--- src/rtl/vrp_pkg.sv ---
// Shared constants, types and the sine table of the vertex rotate/project unit.
`default_nettype none

package vrp_pkg;

  // Build-time sizing
  localparam int ANGLE_BITS = 10;
  localparam int COORD_BITS = 12;

  // Fixed field widths of the ports
  localparam int VERTEX_W   = 12;
  localparam int SCREEN_W   = 16;
  localparam int CFG_IDX_W  = 3;
  localparam int CFG_DATA_W = 12;
  localparam int ANGLE_W    = 10;
  localparam int OFFSET_W   = 10;
  localparam int DEPTH_W    = 12;

  // Fixed-point formats
  localparam int FRAC_BITS  = 14;
  localparam int TRIG_W     = 16;
  localparam int PROJ_SHIFT = 6;
  localparam int QUARTER    = 1 << (ANGLE_BITS - 2);

  // Rotated coordinate (Q14), product, depth, numerator, quotient, remainder widths
  localparam int QW     = COORD_BITS + 18;
  localparam int PW     = QW + TRIG_W;
  localparam int ZW     = ((QW > DEPTH_W + FRAC_BITS) ? QW : DEPTH_W + FRAC_BITS) + 2;
  localparam int NW     = ZW + 12;
  localparam int QUO_W  = SCREEN_W + 1;
  localparam int RW     = ZW + QUO_W;

  // Input queue
  localparam int QUEUE_DEPTH = 4;
  localparam int QUEUE_AW    = $clog2(QUEUE_DEPTH);

  // Register indexes
  localparam logic [CFG_IDX_W-1:0] REG_ANGLE_X  = CFG_IDX_W'(0);
  localparam logic [CFG_IDX_W-1:0] REG_ANGLE_Y  = CFG_IDX_W'(1);
  localparam logic [CFG_IDX_W-1:0] REG_ANGLE_Z  = CFG_IDX_W'(2);
  localparam logic [CFG_IDX_W-1:0] REG_OFFSET_X = CFG_IDX_W'(3);
  localparam logic [CFG_IDX_W-1:0] REG_OFFSET_Y = CFG_IDX_W'(4);
  localparam logic [CFG_IDX_W-1:0] REG_DEPTH    = CFG_IDX_W'(5);

  localparam logic [DEPTH_W-1:0] DEPTH_RESET = DEPTH_W'(80);

  localparam logic signed [SCREEN_W-1:0] SAT_MAX = {1'b0, {(SCREEN_W-1){1'b1}}};
  localparam logic signed [SCREEN_W-1:0] SAT_MIN = {1'b1, {(SCREEN_W-1){1'b0}}};

  typedef struct packed {
    logic signed [QW-1:0] x;
    logic signed [QW-1:0] y;
    logic signed [QW-1:0] z;
  } vertex_t;

  typedef struct packed {
    logic signed [TRIG_W-1:0] sin_v;
    logic signed [TRIG_W-1:0] cos_v;
  } trig_t;

  typedef struct packed {
    logic [OFFSET_W-1:0] offset_x;
    logic [OFFSET_W-1:0] offset_y;
    logic [DEPTH_W-1:0]  depth;
  } view_t;

  typedef struct packed {
    logic signed [SCREEN_W-1:0] screen_x;
    logic signed [SCREEN_W-1:0] screen_y;
    logic                       behind_viewer;
    logic                       clipped;
  } pixel_t;

  // Taylor term divisors (2n)(2n+1)
  typedef logic [63:0] div_tab_t [1:12];
  localparam div_tab_t TAYLOR_DIV = '{64'd6, 64'd20, 64'd42, 64'd72, 64'd110, 64'd156,
                                      64'd210, 64'd272, 64'd342, 64'd420, 64'd506, 64'd600};

  // Quarter-wave sine in Q1.14, evaluated at elaboration
  typedef logic [FRAC_BITS:0] sine_rom_t [QUARTER+1];

  function automatic sine_rom_t build_sine_rom();
    sine_rom_t         rom;
    logic [63:0]       th;
    logic [63:0]       th2;
    logic [63:0]       term;
    logic signed [63:0] sum;
    logic signed [63:0] e;
    for (int m = 0; m <= QUARTER; m++) begin
      th   = (64'(m) * 64'd1686629713) >> (ANGLE_BITS - 2);
      th2  = (th * th) >> 30;
      term = th;
      sum  = signed'(th);
      for (int n = 1; n <= 12; n++) begin
        term = ((term * th2) >> 30) / TAYLOR_DIV[n];
        if (n[0]) sum = sum - signed'(term);
        else      sum = sum + signed'(term);
      end
      if (sum < 0) sum = 0;
      e = (sum + 64'sd32768) >>> 16;
      if (e > 64'sd16384) e = 64'sd16384;
      rom[m] = (FRAC_BITS+1)'(e);
    end
    return rom;
  endfunction

  localparam sine_rom_t SINE_ROM = build_sine_rom();

  localparam logic [ANGLE_BITS-2:0] QUARTER_IDX   = (ANGLE_BITS-1)'(QUARTER);
  localparam logic [ANGLE_BITS-1:0] QUARTER_ANGLE = ANGLE_BITS'(QUARTER);

  // Full-wave sine from the quarter table (mirror odd quadrants, negate upper half)
  function automatic logic signed [TRIG_W-1:0] sine_of(input logic [ANGLE_BITS-1:0] a);
    logic [ANGLE_BITS-2:0]    idx;
    logic signed [TRIG_W-1:0] v;
    if (a[ANGLE_BITS-2]) idx = QUARTER_IDX - {1'b0, a[ANGLE_BITS-3:0]};
    else                 idx = {1'b0, a[ANGLE_BITS-3:0]};
    v = signed'(TRIG_W'(SINE_ROM[idx]));
    return a[ANGLE_BITS-1] ? -v : v;
  endfunction

  function automatic trig_t trig_of(input logic [ANGLE_BITS-1:0] a);
    trig_t t;
    t.sin_v = sine_of(a);
    t.cos_v = sine_of(a + QUARTER_ANGLE);
    return t;
  endfunction

endpackage

`default_nettype wire

--- src/rtl/vrp_vertex_if.sv ---
// Vertex input channel.
`default_nettype none

interface vrp_vertex_if;
  logic                                 valid;
  logic                                 ready;
  logic signed [vrp_pkg::VERTEX_W-1:0]  vertex_x;
  logic signed [vrp_pkg::VERTEX_W-1:0]  vertex_y;
  logic signed [vrp_pkg::VERTEX_W-1:0]  vertex_z;

  modport source (output valid, vertex_x, vertex_y, vertex_z, input ready);
  modport sink   (input valid, vertex_x, vertex_y, vertex_z, output ready);
endinterface

`default_nettype wire

--- src/rtl/vrp_front.sv ---
// Front end: accepts vertices, converts them to Q14 and queues them for the datapath.
`default_nettype none

module vrp_front (
  input  logic             clk_i,
  input  logic             rst_ni,
  vrp_vertex_if.sink       vtx_i,
  input  logic             en_i,
  output logic             valid_o,
  output vrp_pkg::vertex_t vertex_o
);

  vrp_pkg::vertex_t                slot_q [vrp_pkg::QUEUE_DEPTH];
  logic [vrp_pkg::QUEUE_AW-1:0]    wr_ptr_q, rd_ptr_q;
  logic [vrp_pkg::QUEUE_AW:0]      count_q;
  logic                            push, pop;
  vrp_pkg::vertex_t                in_word;

  // Field to Q14: sign taken from the configured coordinate width
  function automatic logic signed [vrp_pkg::QW-1:0] to_q14(
    input logic [vrp_pkg::VERTEX_W-1:0] raw
  );
    logic signed [vrp_pkg::COORD_BITS-1:0] c;
    c = signed'(vrp_pkg::COORD_BITS'(raw));
    return vrp_pkg::QW'(c) <<< vrp_pkg::FRAC_BITS;
  endfunction

  assign vtx_i.ready = (count_q != (vrp_pkg::QUEUE_AW+1)'(vrp_pkg::QUEUE_DEPTH));
  assign push        = vtx_i.valid && vtx_i.ready;
  assign pop         = en_i && (count_q != '0);

  always_comb begin
    in_word.x = to_q14(vtx_i.vertex_x);
    in_word.y = to_q14(vtx_i.vertex_y);
    in_word.z = to_q14(vtx_i.vertex_z);
  end

  // Queue control and output valid
  always_ff @(posedge clk_i or negedge rst_ni) begin
    if (!rst_ni) begin
      wr_ptr_q <= '0;
      rd_ptr_q <= '0;
      count_q  <= '0;
      valid_o  <= 1'b0;
    end else begin
      if (push) wr_ptr_q <= wr_ptr_q + 1'b1;
      if (pop)  rd_ptr_q <= rd_ptr_q + 1'b1;
      if (push && !pop)      count_q <= count_q + 1'b1;
      else if (!push && pop) count_q <= count_q - 1'b1;
      if (en_i) valid_o <= (count_q != '0);
    end
  end

  // Queue storage and output word
  always_ff @(posedge clk_i) begin
    if (push) slot_q[wr_ptr_q] <= in_word;
    if (en_i) vertex_o <= slot_q[rd_ptr_q];
  end

endmodule

`default_nettype wire

--- src/flat_wrapper.sv ---
// flat-port wrapper written by rule: the top's interface ports become plain ports
module vrp_front_flat 
  (clk_i, rst_ni, en_i, valid_o, vertex_o, vtx_i_valid, vtx_i_vertex_x, vtx_i_vertex_y, vtx_i_vertex_z, vtx_i_ready);
  vrp_vertex_if vtx_i_i ();
  input  logic clk_i;
  input  logic rst_ni;
  input  logic en_i;
  output logic valid_o;
  output vrp_pkg::vertex_t vertex_o;
  input wire logic [$bits(vtx_i_i.valid)-1:0] vtx_i_valid;
  input wire logic [$bits(vtx_i_i.vertex_x)-1:0] vtx_i_vertex_x;
  input wire logic [$bits(vtx_i_i.vertex_y)-1:0] vtx_i_vertex_y;
  input wire logic [$bits(vtx_i_i.vertex_z)-1:0] vtx_i_vertex_z;
  output wire logic [$bits(vtx_i_i.ready)-1:0] vtx_i_ready;
  assign vtx_i_i.valid = vtx_i_valid;
  assign vtx_i_i.vertex_x = vtx_i_vertex_x;
  assign vtx_i_i.vertex_y = vtx_i_vertex_y;
  assign vtx_i_i.vertex_z = vtx_i_vertex_z;
  assign vtx_i_ready = vtx_i_i.ready;
  vrp_front u_core (.clk_i(clk_i), .rst_ni(rst_ni), .vtx_i(vtx_i_i), .en_i(en_i), .valid_o(valid_o), .vertex_o(vertex_o));
endmodule
--- config.mk ---
export PLATFORM = sky130hd
export DESIGN_NAME = vrp_front_flat
export DESIGN_NICKNAME = d
export VERILOG_FILES = /design/src/rtl/vrp_pkg.sv /design/src/rtl/vrp_vertex_if.sv /design/src/rtl/vrp_front.sv /design/src/flat_wrapper.sv
export SDC_FILE = /design/constraint.sdc
export NUM_CORES = 1
export LEC_CHECK = 0
export BUFFER_PORTS_ARGS = -buffer_cell sky130_fd_sc_hd__buf_2
export CAP_MARGIN = 20
export CORE_AREA = 2 2 93 140
export CTS_BUF_LIST = sky130_fd_sc_hd__clkbuf_8 sky130_fd_sc_hd__clkbuf_16
export DETAILED_ROUTE_END_ITERATION = 8
export DIE_AREA = 0 0 95 142
export PLACE_DENSITY = 0.81
export SLEW_MARGIN = 15
export SYNTH_ARGS = -nofsm -noshare
export SYNTH_HDL_FRONTEND = slang
export SYNTH_SLANG_ARGS = --single-unit
--- constraint.sdc ---
create_clock -name clk_i -period 3.6 [get_ports clk_i]
set_input_delay 0.18 -clock clk_i [delete_from_list [all_inputs] [get_ports clk_i]]
set_output_delay 0.18 -clock clk_i [all_outputs]
set_load 0.02 [all_outputs]
* Word-level counts from Yosys, hierarchy flattened
Memory sizes are Yosys's and may differ from the RTL's. A register that Yosys moved wholly into a read port is not among the register bits. Index checks and enable logic that the tools add are counted.
Word-level totals: bits of input ports 40, memories kept 1, register bits 98, RAM bits 192, output and inout port bits 92
Cells by class: equal/unequal tests 1, multiplexer cells 4, reduce and logical (&&, ||, !) cells 8, add/subtract/negate cells 4
Memory list:
- u_core.slot_q | words 4, bits a word 48, rd ports 1, clocked after memory_dff 1, wr ports 1, RTL line vrp_front.sv:13 | vrp_pkg::vertex_t slot_q [vrp_pkg::QUEUE_DEPTH];
Operators by type and width (count):
- $mux 3 | 2
- $add 2x1->2 const B | 2
- $logic_and 1x1->1 | 4
- $add 3x1->3 const B | 1
- $ne 3x3->1 const B | 1
- $reduce_bool 3->1 | 1
- $sub 3x1->3 const B | 1
- $logic_not 1->1 | 2
- $mux 1 | 2
- $reduce_bool 2->1 | 1

* Longest topological paths before layout
depth after elaboration 6, depth in mapped cells 8, mapped depth without buffers 8

* Worst setup path before layout
Ideal clock, no wire load.
kind flip-flop to flip-flop, from reg u_core.count_q[0] (netlist bit), to reg u_core.count_q[2] (netlist bit), path buffers 0, cell stages (with the launch flop) 9, required time 3.521 ns, arrival time 2.007 ns, setup time 0.079 ns, period minus slack after synthesis 2.086 ns, slack 1.514 ns, path through dfrtp_1 -> or3_2 -> nand2_1 -> ha_1 -> inv_1 -> fa_1 -> xor2_1 -> nor2_1 -> xor2_1
On the way: word-level cells in the longest chain between the ends 5, elaborated cells on any way between the ends 13, those cells by class add/sub: 2; eq/ne: 1; mux: 2; reduce/logical: 8
RTL lines:
- start: declaration | RTL line vrp_front.sv:15 | logic [vrp_pkg::QUEUE_AW:0] count_q;
- start signal: assignment | RTL line vrp_front.sv:48 | if (push && !pop) count_q <= count_q + 1'b1;
- start signal: assignment | RTL line vrp_front.sv:49 | else if (!push && pop) count_q <= count_q - 1'b1;
- parallel branches: the longest is 5 deep, another holds $sub 3x1->3
Several ways; the timed one is not identified. The select of a mux whose other input is x is not followed. A chain may end at the register's enable or synchronous reset.

* Worst setup path after layout
Ends and elaborated chain as after synthesis.

==> flow_summary.ini <==
[outcome]
outcome = completed

[clock_network]
cts_root_buffer = clkbuf_16
htreeDepth = 4
cts_setup_buffers = 0
clockBufferDepth = 2
clock_latency_ns = 0.41
cts_tree = done
post_cts_resized = 0
clock_sinks = 188
cts_buffers = 17
hold_buffers = 37
clkTransAtPathRegs_ns = 0.07

[critical_path]
worst-r2r-cell-count = 8
path_common_cell = xor2_1
critPathKind = reg2reg
crit_chain = or3_2 > nand2_1 > ha_1 > inv_1 > fa_1 > xor2_1 > nor2_1 > xor2_1
r2r_setup_slack_ns = 1.37
start_kind = flip-flop
rr_startpoint = u_core.count_q[0]
critical_path_peak_fanout = 4
r2r_end = u_core.count_q[2]
arrival_ns = 2.57
cp.required_ns = 3.94
max_stage_delay_ns = 0.52
startpoint = u_core.count_q[0]
crit_slowest_cell = or3_2
worstSetupEndpointType = flip-flop

[drt]
dr.pass1.iters = 4
wire_per_inst_um = 19.0
vias_per_cell = 5.24
drcViolationCount = 0
drtAntennaViolNets = 0
drt_iter0_drc = 163
wirelength_um = 11700
num_vias = 3215

[logic_synthesis]
synth_seq_cells = 188
yosysTopAreaCell = edfxtp_1
syn_area_per_cell_um2 = 22.5
synth.area.top_cells = edfxtp_1 76%, mux4_2 11%, buf_4 6.0%
synth.top_cell.area_share_pct = 75.9
netlist_instances = 316
ys_types = 22
ys_seq_area_share_pct = 78.7
yosysWarningCount = 0
netlist_area_um2 = 7120

[worst_hold_path]
hold_path.class = in2reg
hold_start = en_i
min_to = u_core.rd_ptr_q[0]
hold_depth = 3

[sta]
tightest_slew_ns = 0.991
rsz0062_at_grt = false
whs_ns = 0.115
period_needed_ns = 2.23
finClkSkew_ns = 0.0113
period_share_pct = 62.0
maxSlewViolCount = 0
fin_tns_setup_ns = 0
relSlewSlack_pct = 34.0
fmax_mhz = 448
finalHoldViolCount = 0
setup_viol = 0

[finish]
fill_cells = 755
final_common_cell = edfxtp_1
drive_gt1_share_pct = 37.3
utilization_pct = 68.6
nets = 489
layout_common_cells = 180 x edfxtp_1, 89 x buf_2, 42 x conb_1, 37 x dlygate4sd3_1, 36 x mux4_2
syn_to_final_growth_pct = 18.7

[placement]
gp_congestion = 0.755
dp_hpwl_um = 6510
portBuffers = 89

[grt]
grt_max_degree = 39
overflow = 0
antenna_found_initial = 0
grt.total_usage_pct = 18.8
grt_pass1_wl_um = 17900
grt_pass1_vias = 3349

[floorplanning]
dieArea_um2 = 13500
die_x_um = 95
start_util_pct = 57.8
core-area_um2 = 12300
ioPinCount = 132
rows = 50
die_h_um = 142

[power_and_ir_drop]
p_leak_nw = 3.07
peakVddDrop_mv = 0.641
power_mw = 6.76
power.density_nw_per_um2 = 799

[run]
maxCapViolations = 0
power by group:
part	switching (mW)	internal [mW]	total (mW)
logic	0.867	0.718	1.58
clock network	0.756	1.09	1.85
registers	0.276	3.05	3.32
area by class of cell:
cell class | count | area (um^2) | area share, %
Timing Repair Buffer | 129 | 838 | 9.91
Inverter | 4 | 15.0 | 0.178
Multi-Input combinational cell | 103 | 1200 | 14.2
Clock buffer | 17 | 425 | 5.03
Clock inverter | 15 | 169 | 2.00
Sequential cell | 188 | 5610 | 66.3
Tap cell | 156 | 195 | 2.31
Antenna cell | 1 | 2.50 | 0.0296
Yosys cell counts:
cell type / n
o21ai_0: 1
or3b_4: 1
buf_2: 4
nand3_1: 1
clkbuf_1: 1
nor2_1: 1
inv_1: 4
buf_4: 57
ha_1: 5
and2_4: 1
xor2_1: 2
nand2_1: 1
fa_1: 1
mux2_2: 1
and3_2: 4
xnor2_1: 4
edfxtp_1: 180
dfrtp_1: 8
conb_1: 1
mux4_2: 36
or3_2: 1
mux2_4: 1
state kept, by name, indices dropped and copies added, names as in the netlist:
name and flops:
u_core.count_q 3, u_core.rd_ptr_q 2, u_core.slot_q 144, u_core.valid_o 1
u_core.vertex_o 36, u_core.wr_ptr_q 2
kinds of logic (layout without fill, tap and decap cells):
logic type,after synthesis,after routing,synth area share [%]
compound gates,1,1,0.0702
xor+xnor,6,6,0.738
fa+ha+maj,6,6,1.16
buf+inv,66,165,6.55
flops,188,188,78.7
mux,38,38,11.8
other cells,1,43,0.0526
simple gates,10,10,0.984
stage by stage:
step	instance area, um^2	std cells	setup WS, ns
global placement	7490	543	1.47
global route	8460	612	1.23
CTS	8460	612	1.37
detailed placement	7490	543	1.38
finish	8460	613	1.37
floorplan	7280	357	1.51
worst max path at each step:
| stage | end | slack [ns] | cells past startpoint |
|---|---|---|---|
| 2_1_floorplan | u_core.count_q[2] | 1.51 | 8 |
| 4_1_cts | u_core.count_q[2] | 1.37 | 8 |
| 3_5_place_dp | u_core.count_q[2] | 1.38 | 8 |
| 3_3_place_gp | u_core.count_q[2] | 1.47 | 8 |
| 5_1_grt | u_core.count_q[2] | 1.23 | 8 |
| 6_report | u_core.count_q[2] | 1.37 | 8 |
routing by layer:
metal  up-vias  global-route usage [%]  wire length, um
met3        10                    3.71              701
met4         0                    9.46              163
met1      1635                    23.3             4420
met5         -                       0                0
li1       1414                       -                -
met2       156                    31.4             6390
critical path: cells and delay by family (launching register included):
family | cells | cell delay, ns
buffers and inverters | 1 | 0.06
XOR/XNOR | 2 | 0.33
AND/OR/NAND/NOR | 3 | 0.78
flip-flops | 1 | 0.43
adder cells (fa/ha/maj) | 2 | 0.57
Note: power is estimated with default switching activity, not from simulation.
